File: config.mk
export PLATFORM = sky130hd
export DESIGN_NAME = lottery_tick_scheduler
export DESIGN_NICKNAME = d
export VERILOG_FILES = /design/src/rtl/core/lts_pkg.sv /design/src/rtl/core/lts_ram.sv /design/src/rtl/core/lts_mod.sv /design/src/rtl/core/lottery_tick_scheduler.sv
export VERILOG_INCLUDE_DIRS = /design/src /design/src/rtl/core
export SDC_FILE = /design/constraint.sdc
export NUM_CORES = 1
export LEC_CHECK = 0
export CAP_MARGIN = 20
export CORE_MARGIN = 5
export CORE_UTILIZATION = 63
export DETAILED_ROUTE_END_ITERATION = 16
export DONT_BUFFER_PORTS = 1
export PLACE_DENSITY = 0.89
export SETUP_SLACK_MARGIN = 0.02
export SKIP_CTS_REPAIR_TIMING = 1
export SLEW_MARGIN = 40
export SYNTH_ARGS = -nofsm -noshare
export SYNTH_HDL_FRONTEND = slang
export SYNTH_SLANG_ARGS = --single-unit
File: constraint.sdc
create_clock -name clk -period 7.9 [get_ports clk]
set_clock_uncertainty 0.1 [all_clocks]
set_input_delay 0.79 -clock clk [delete_from_list [all_inputs] [get_ports clk]]
set_output_delay 0.79 -clock clk [all_outputs]
set_load 0.02 [all_outputs]
File: src/rtl/core/assert_macros.svh
// Shared assertion macros
`ifndef ASSERT_MACROS_SVH
`define ASSERT_MACROS_SVH

// same-cycle implication
`define ASSERT_IMPLIES(name, ck, rs, ante, cons) \
  name: assert property (@(posedge ck) disable iff (rs) (ante) |-> (cons)) \
    else $error("assertion failed");

// next-cycle implication
`define ASSERT_NEXT(name, ck, rs, ante, cons) \
  name: assert property (@(posedge ck) disable iff (rs) (ante) |=> (cons)) \
    else $error("assertion failed");

`endif

File: src/rtl/core/lts_pkg.sv
`default_nettype none
package lts_pkg;

  localparam int SLOTS_DEF = 16;

  localparam int TKT_W     = 8;
  localparam int ARR_W     = 16;
  localparam int REM_W     = 16;
  localparam int PRIO_W    = 2;
  localparam int TIME_W    = 32;
  localparam int RAND_W    = 31;
  localparam int ID_W      = 5;
  localparam int SLOT_IN_W = 4;
  localparam int CFG_IDX_W = 2;
  localparam int ENT_W     = ARR_W + PRIO_W + REM_W;
  localparam int TKT_MAX   = (1 << TKT_W) - 1;

  localparam logic [TKT_W-1:0] TKT1_RST = TKT_W'(15);
  localparam logic [TKT_W-1:0] TKT2_RST = TKT_W'(10);
  localparam logic [TKT_W-1:0] TKT3_RST = TKT_W'(5);

  localparam logic [CFG_IDX_W-1:0] CFG_TKT1 = CFG_IDX_W'(0);
  localparam logic [CFG_IDX_W-1:0] CFG_TKT2 = CFG_IDX_W'(1);
  localparam logic [CFG_IDX_W-1:0] CFG_TKT3 = CFG_IDX_W'(2);

  localparam logic KIND_LOAD = 1'b0;
  localparam logic KIND_TICK = 1'b1;

  localparam logic [PRIO_W-1:0] PRIO_ONE   = PRIO_W'(1);
  localparam logic [PRIO_W-1:0] PRIO_TWO   = PRIO_W'(2);
  localparam logic [PRIO_W-1:0] PRIO_THREE = PRIO_W'(3);

  typedef struct packed {
    logic [ARR_W-1:0]  arrival;
    logic [PRIO_W-1:0] prio;
    logic [REM_W-1:0]  remaining;
  } lts_entry_t;

  function automatic logic [TKT_W-1:0] tickets_of(
    input logic [PRIO_W-1:0] p,
    input logic [TKT_W-1:0]  t1,
    input logic [TKT_W-1:0]  t2,
    input logic [TKT_W-1:0]  t3
  );
    logic [TKT_W-1:0] t;
    unique case (p)
      PRIO_ONE:   t = t1;
      PRIO_TWO:   t = t2;
      PRIO_THREE: t = t3;
      default:    t = '0;
    endcase
    return t;
  endfunction

endpackage
`default_nettype wire

File: src/rtl/core/lts_ram.sv
`default_nettype none
module lts_ram #(
  parameter int WIDTH = 8,
  parameter int DEPTH = 16,
  localparam int AW = (DEPTH > 1) ? $clog2(DEPTH) : 1
) (
  input  wire logic             clk,
  input  wire logic             we,
  input  wire logic [AW-1:0]    waddr,
  input  wire logic [WIDTH-1:0] wdata,
  input  wire logic [AW-1:0]    raddr,
  output logic      [WIDTH-1:0] rdata
);

  logic [WIDTH-1:0] mem [DEPTH];

  always_ff @(posedge clk) begin
    if (we) begin
      mem[waddr] <= wdata;
    end
    rdata <= mem[raddr];
  end

endmodule
`default_nettype wire

File: src/rtl/core/lts_mod.sv
`default_nettype none
`include "assert_macros.svh"
module lts_mod #(
  parameter int SUM_W = 12
) (
  input  wire logic                      clk,
  input  wire logic                      rst,
  input  wire logic                      start,
  input  wire logic [lts_pkg::RAND_W-1:0] dividend,
  input  wire logic [SUM_W-1:0]          divisor,
  output logic                           done,
  output logic      [SUM_W-1:0]          remainder
);
  import lts_pkg::*;

  localparam int CNT_W = $clog2(RAND_W + 1);

  logic             running;
  logic [CNT_W-1:0] count;
  logic [RAND_W-1:0] dvd;
  logic [SUM_W-1:0] dvs;
  logic [SUM_W:0]   shifted;
  logic [SUM_W:0]   diff;
  logic             ge;

  assign shifted = {remainder, dvd[RAND_W-1]};
  assign diff    = shifted - {1'b0, dvs};
  assign ge      = shifted >= {1'b0, dvs};

  always_ff @(posedge clk) begin
    if (rst) begin
      running <= 1'b0;
      done    <= 1'b0;
      count   <= '0;
    end else begin
      done <= 1'b0;
      if (start) begin
        running <= 1'b1;
        count   <= CNT_W'(RAND_W);
      end else if (running) begin
        count <= count - CNT_W'(1);
        if (count == CNT_W'(1)) begin
          running <= 1'b0;
          done    <= 1'b1;
        end
      end
    end
  end

  always_ff @(posedge clk) begin
    if (start) begin
      dvd       <= dividend;
      dvs       <= divisor;
      remainder <= '0;
    end else if (running) begin
      dvd       <= dvd << 1;
      remainder <= ge ? diff[SUM_W-1:0] : shifted[SUM_W-1:0];
    end
  end

  `ASSERT_IMPLIES(a_no_restart, clk, rst, start, !running)
  `ASSERT_NEXT(a_start_runs, clk, rst, start, running && !done)
  `ASSERT_IMPLIES(a_rem_range, clk, rst, done, remainder < dvs)

endmodule
`default_nettype wire

File: src/rtl/core/lottery_tick_scheduler.sv
// Load transaction: accepted in the idle state, result registered from the done state.
// Tick transaction: up to two passes over the slot memory read port (ticket sum,
// then draw walk) and the 31-step bit-serial modulo.
// One transaction in flight; the next is accepted while a result waits.
// Reset: all slots empty (per-slot busy flags cleared at once), time zero,
// tickets 15/10/5; no memory clearing pass.
`default_nettype none
`include "assert_macros.svh"
module lottery_tick_scheduler #(
  parameter int SLOTS = lts_pkg::SLOTS_DEF
) (
  input  wire logic                         clk,
  input  wire logic                         rst,
  input  wire logic                         item_valid,
  output logic                              item_stall,
  input  wire logic                         kind,
  input  wire logic [lts_pkg::SLOT_IN_W-1:0] slot,
  input  wire logic [lts_pkg::ARR_W-1:0]     arrival,
  input  wire logic [lts_pkg::REM_W-1:0]     work_units,
  input  wire logic [lts_pkg::PRIO_W-1:0]    prio,
  input  wire logic [lts_pkg::RAND_W-1:0]    random_value,
  output logic                              result_valid,
  input  wire logic                         result_stall,
  output logic      [lts_pkg::ID_W-1:0]      granted_id,
  output logic                              finished,
  output logic      [lts_pkg::TIME_W-1:0]    finish_time,
  output logic                              all_done,
  input  wire logic                         cfg_valid,
  output logic                              cfg_ready,
  input  wire logic [lts_pkg::CFG_IDX_W-1:0] cfg_index,
  input  wire logic [lts_pkg::TKT_W-1:0]     cfg_data
);
  import lts_pkg::*;

  localparam int SW    = (SLOTS > 1) ? $clog2(SLOTS) : 1;
  localparam int SUM_W = $clog2(SLOTS * TKT_MAX + 1);
  localparam logic [SW-1:0] LAST = SW'(SLOTS - 1);

  localparam logic [2:0] S_IDLE = 3'd0;
  localparam logic [2:0] S_SUM  = 3'd1;
  localparam logic [2:0] S_MOD  = 3'd2;
  localparam logic [2:0] S_WALK = 3'd3;
  localparam logic [2:0] S_DONE = 3'd4;

  logic [2:0]        state;
  logic [TKT_W-1:0]  tkt1, tkt2, tkt3;
  logic [TIME_W-1:0] now;
  logic [SLOTS-1:0]  busy;

  logic              issue_on;
  logic [SW-1:0]     issue_idx;
  logic              rd_vld;
  logic [SW-1:0]     rd_idx;

  logic [SUM_W-1:0]  sum;
  logic [SUM_W-1:0]  sum_next;
  logic [SUM_W-1:0]  draw;
  logic [RAND_W-1:0] rand_q;
  logic [ID_W-1:0]   grant_q;
  logic              fin_q;

  logic              ram_we;
  logic [SW-1:0]     ram_waddr;
  lts_entry_t        wr_ent;
  logic [ENT_W-1:0]  ram_rdata;
  lts_entry_t        rd_ent;

  logic              accept;
  logic              load_hit;
  logic              elig;
  logic [TKT_W-1:0]  tk;
  logic              hit;
  logic              sum_last;
  logic              mod_start;
  logic              mod_done;
  logic [SUM_W-1:0]  mod_rem;
  logic              walk_last;
  logic              busy_hold;

  assign item_stall = (state != S_IDLE);
  assign cfg_ready  = 1'b1;
  assign accept     = item_valid && !item_stall;
  assign load_hit   = accept && (kind == KIND_LOAD) && (32'(slot) < 32'(SLOTS));

  assign rd_ent   = lts_entry_t'(ram_rdata);
  assign elig     = busy[rd_idx] && (TIME_W'(rd_ent.arrival) <= now);
  assign tk       = elig ? tickets_of(rd_ent.prio, tkt1, tkt2, tkt3) : '0;
  assign hit      = elig && (draw <= SUM_W'(tk));
  assign sum_next = sum + SUM_W'(tk);
  assign sum_last = (state == S_SUM) && rd_vld && (rd_idx == LAST);
  assign mod_start = sum_last && (sum_next != '0);

  assign walk_last = (state == S_WALK) && rd_vld && (rd_idx == LAST);
  assign busy_hold = (state != S_IDLE) && (state != S_WALK);

  always_comb begin
    ram_we    = 1'b0;
    ram_waddr = SW'(slot);
    wr_ent    = '{arrival: arrival, prio: prio, remaining: work_units};
    if (load_hit) begin
      ram_we = 1'b1;
    end else if ((state == S_WALK) && rd_vld && hit) begin
      ram_we    = 1'b1;
      ram_waddr = rd_idx;
      wr_ent    = '{arrival: rd_ent.arrival, prio: rd_ent.prio,
                    remaining: rd_ent.remaining - REM_W'(1)};
    end
  end

  lts_ram #(
    .WIDTH(ENT_W),
    .DEPTH(SLOTS)
  ) u_slot_ram (
    .clk  (clk),
    .we   (ram_we),
    .waddr(ram_waddr),
    .wdata(wr_ent),
    .raddr(issue_idx),
    .rdata(ram_rdata)
  );

  lts_mod #(
    .SUM_W(SUM_W)
  ) u_mod (
    .clk      (clk),
    .rst      (rst),
    .start    (mod_start),
    .dividend (rand_q),
    .divisor  (sum_next),
    .done     (mod_done),
    .remainder(mod_rem)
  );

  always_ff @(posedge clk) begin
    if (rst) begin
      tkt1 <= TKT1_RST;
      tkt2 <= TKT2_RST;
      tkt3 <= TKT3_RST;
    end else if (cfg_valid && cfg_ready) begin
      unique case (cfg_index)
        CFG_TKT1: tkt1 <= cfg_data;
        CFG_TKT2: tkt2 <= cfg_data;
        CFG_TKT3: tkt3 <= cfg_data;
        default: ;
      endcase
    end
  end

  always_ff @(posedge clk) begin
    if (rst) begin
      issue_on <= 1'b0;
      rd_vld   <= 1'b0;
    end else begin
      rd_vld <= issue_on;
      if ((accept && (kind == KIND_TICK) && (busy != '0)) ||
          ((state == S_MOD) && mod_done)) begin
        issue_on  <= 1'b1;
        issue_idx <= '0;
      end else if (issue_on) begin
        issue_idx <= issue_idx + SW'(1);
        if ((issue_idx == LAST) || ((state == S_WALK) && rd_vld && hit)) begin
          issue_on <= 1'b0;
        end
      end
    end
    rd_idx <= issue_idx;
  end

  always_ff @(posedge clk) begin
    if (rst) begin
      state        <= S_IDLE;
      now          <= '0;
      busy         <= '0;
      result_valid <= 1'b0;
    end else begin
      if (result_valid && !result_stall && (state != S_DONE)) begin
        result_valid <= 1'b0;
      end
      unique case (state)
        S_IDLE: begin
          if (accept) begin
            grant_q <= '0;
            fin_q   <= 1'b0;
            rand_q  <= random_value;
            sum     <= '0;
            if (load_hit) begin
              busy[SW'(slot)] <= (work_units != '0);
            end
            if ((kind == KIND_TICK) && (busy != '0)) begin
              state <= S_SUM;
            end else begin
              state <= S_DONE;
            end
          end
        end
        S_SUM: begin
          if (rd_vld) begin
            sum <= sum_next;
          end
          if (sum_last) begin
            if (sum_next != '0) begin
              state <= S_MOD;
            end else begin
              now   <= now + TIME_W'(1);
              state <= S_DONE;
            end
          end
        end
        S_MOD: begin
          if (mod_done) begin
            draw  <= mod_rem + SUM_W'(1);
            state <= S_WALK;
          end
        end
        S_WALK: begin
          if (rd_vld) begin
            if (hit) begin
              busy[rd_idx] <= (rd_ent.remaining != REM_W'(1));
              grant_q      <= ID_W'({1'b0, rd_idx} + (SW + 1)'(1));
              fin_q        <= (rd_ent.remaining == REM_W'(1));
              now          <= now + TIME_W'(1);
              state        <= S_DONE;
            end else begin
              draw <= draw - SUM_W'(tk);
              if (rd_idx == LAST) begin
                now   <= now + TIME_W'(1);
                state <= S_DONE;
              end
            end
          end
        end
        S_DONE: begin
          if (!result_valid || !result_stall) begin
            result_valid <= 1'b1;
            granted_id   <= grant_q;
            finished     <= fin_q;
            finish_time  <= now;
            all_done     <= (busy == '0);
            state        <= S_IDLE;
          end
        end
        default: state <= S_IDLE;
      endcase
    end
  end

  `ASSERT_IMPLIES(a_draw_lands, clk, rst, walk_last, hit)
  `ASSERT_NEXT(a_time_step, clk, rst, 1'b1, (now - $past(now)) <= TIME_W'(1))
  `ASSERT_NEXT(a_busy_src, clk, rst, busy_hold, busy == $past(busy))

endmodule
`default_nettype wire

==> impl_results.md <==
* Status: finished, final reports clean
* Initial Utilization at 63.8%
* Grt ovf at 0
* Routed vias/inst at 6.86
* Final hold viol count at 0
* Worst-Skew Late Latency at 0.64 ns
* Clk slew on worst S/H paths at 0.06 ns
* Setup crit start kind: register
* Most common flop cell mapped by yosys: edfxtp_1
* Minimum clock period at 7.04 ns
* DR pass1 iterations at 7
* Area Growth Syn to Fin at 11.1%
* Setup violations, final at 0
* CTS root buf: clkbuf_16
* Synth Area in Simple Gates at 7.43%
* MaxCap Viol Count at 0
* All-layer global routing usage at 28.7%
* Setup Total Neg Slack at 0 ns
* Htree depth at 3
* GP Congestion at 0.982
* Average size of a mapped cell at 15.9 sq um
* CTS buffer count at 81
* Asr flop ratio synth at 0%
* Largest fanout on the critical path at 22
* Drt initial violations at 2897
* DRC Markers at 0
* Leak at 12.8 nW
* Max clock buf depth at 3
* Row Count at 85
* RSZ-0062 raised after global routing: no
* Count of final max-slew check failures at 0
* Commonest non-fill, non-tap cell in the layout: edfxtp_1
* Critical Path AT at 7.26 ns
* Mux share of post-synthesis cell area at 13.6%
* Most frequent cells in the layout: edfxtp_1 (691), mux4_2 (174), nand2_1 (159)
* Number of distinct library cells after synthesis at 76
* Placeable core area at 0.0539 sq mm
* Post-route clock period utilization at 89.1%
* Chip width at 244 um
* Post-Syn Instances at 2166
* CTS tree: built
* Initial antenna violation count at 0
* Post-synthesis compound-gate area fraction at 5.63%
* Area post-placement at 0.0356 sq mm
* Vias in the first global route at 20279
* Register area share after synthesis at 68.1%
* Hpwl dp at 52400 um
* Critical Path RT at 8.12 ns
* Peak VDD IR at 0.000206 V
* Synthesized area at 0.0344 sq mm
* Synthesized net count at 2309
* Placed insts at 2814
* PortBufs at 0
* Final #Nets at 2351
* Synth Area in Adders at 2.17%
* Final instance area at 0.0382 sq mm
* Pwr Density at 234 mW/mm^2
* Post-Synth XOR/XNOR Area at 1.20%
* Die area at 0.0594 sq mm
* Fin cells at 2972
* IO Pins at 127
* Slew @ Worst Pin at 0.998 ns
* Crit Path Class: reg -> reg
* DR vias at 20374
* Remaining antenna violation count after routing at 0
* Largest family of logic cells by synthesized area: multiplexers
* FF+latch count, synth at 826
* Drt wl/cell at 28.9 um
* Global-route wire length before repair at 129000 um
* Post-Route WL at 86000 um
* Number of synthesized flops with an enable pin at 691
* Sink Count at 826
* Largest net degree at the start of global routing at 140
* Worst rel slew slack at 33.3%
* Hold Crit Class: in -> reg
* Maximum clock rate at 0.142 GHz
* Inserted Diodes at 0
* Setup crit end kind: register
* Layout cells sized above 1 at 18.4%
* Synthesis warning total at 0
* Die extent in y at 244 um
[final timing paths]
path                            startpoint  depth (start not counted)               endpoint  slack, ns
worst max-delay path               now[12]                         20  u_slot_ram.mem[9][11]       0.86
worst min-delay path                   rst                          1                now[28]       0.15
worst max register to register     now[12]                         20  u_slot_ram.mem[9][11]       0.86
worst min register to register  grant_q[4]                          0          granted_id[4]       0.32
[metrics by stage]
step	util (%)	hold WS [ns]	total power, W	setup WS [ns]
after floorplan	-	0.246	0.00521	1.88
after global placement	65.6	0.308	0.00531	1.42
after detailed placement	66.0	0.306	0.00534	1.16
after CTS	70.7	0.116	0.00899	1.07
after global routing	70.9	0.117	0.00924	0.640
final	70.9	0.147	0.00896	0.859
[routing by layer]
| layer | wire, um | vias to the layer above | global-route usage [%] | part of all wire, % |
|---|---|---|---|---|
| li1 | - | 8541 | - | - |
| met1 | 30300 | 10083 | 37.8 | 35 |
| met2 | 43400 | 1483 | 48.5 | 50 |
| met3 | 8800 | 267 | 5.71 | 10 |
| met4 | 3480 | 0 | 10.2 | 4.0 |
| met5 | 0 | - | 0 | 0 |
[cells in the mapped netlist, drive strengths merged, types with 9 or more instances]
cell type	n	share of area, %
nand4	19	0.35
inv	64	0.70
and4	9	0.23
nor3	17	0.25
edfxtp	691	60
a32oi	12	0.31
a21o	14	0.31
o21ai	54	0.79
a211oi	28	0.65
buf	28	0.35
nor4	21	0.38
and2	20	0.36
nand2	161	1.8
clkbuf	74	0.81
xnor2	26	0.66
nor2	172	1.9
mux4	174	11
xor2	21	0.53
nor2b	27	0.49
nand3	34	0.49
a21oi	83	1.2
mux2i	16	0.47
ha	55	2.0
a211o	10	0.28
or3	15	0.27
and3	11	0.20
nand2b	13	0.24
dfxtp	135	7.9
mux2	52	1.7
a311oi	12	0.32
[flip-flops by register name, indices dropped and copies added (netlist names), 3 cells and up]
name	count
busy	16
draw	12
finish_time	32
grant_q	5
granted_id	5
issue_idx	4
now	32
rand_q	31
rd_idx	4
state	3
sum	12
tkt1	8
tkt2	8
tkt3	8
u_mod.count	5
u_mod.dvd	31
u_mod.dvs	12
u_mod.remainder	12
u_slot_ram.mem	544
u_slot_ram.rdata	34
[kinds of logic (layout without fill, tap and decap cells)]
family,Yosys count,count (layout)
DFF,826,826
adders and majority gates,58,58
and+or+nand+nor,543,543
AOI/OAI and AO/OA,283,283
xor gates and xnor gates,47,47
buffers and inverters,166,276
other,1,1
muxes,242,242
[final cells by class]
cell class | instances | area (sq um)
flip-flops and latches | 826 | 23500
fillers | 3028 | 15700
multi-input cells | 1174 | 10500
clock buffers | 117 | 2230
well taps | 696 | 871
repair buffers | 61 | 623
clock inverters | 34 | 280
inverters | 64 | 240
[worst max-delay path, stage by stage (launching register included)]
cell and delay (ns):
dfxtp_1 0.45, inv_1 0.10, ha_1 0.29, nand4_1 0.15, nor4_1 0.32, inv_1 0.14, o21a_1 0.21, a21oi_1 0.62
nand2_1 0.19, ha_1 0.41, a21o_1 0.21, or3_1 0.31, o21ai_1 0.34, o21ai_0 0.16, a211oi_1 0.26, buf_4 0.23
and2_0 0.53, a22oi_1 0.36, clkbuf_2 0.27, nor2_4 0.68, buf_4 0.38
[where the power goes]
group / leakage (nW) / internal [W] / switching, W
Combinational: 4.24 / 0.000157 / 0.000261
Clock: 1.23 / 0.00205 / 0.00164
Sequential: 7.36 / 0.00478 / 0.0000625
Total: 12.8 / 0.00699 / 0.00197
Power figures use the tool's default switching activity.
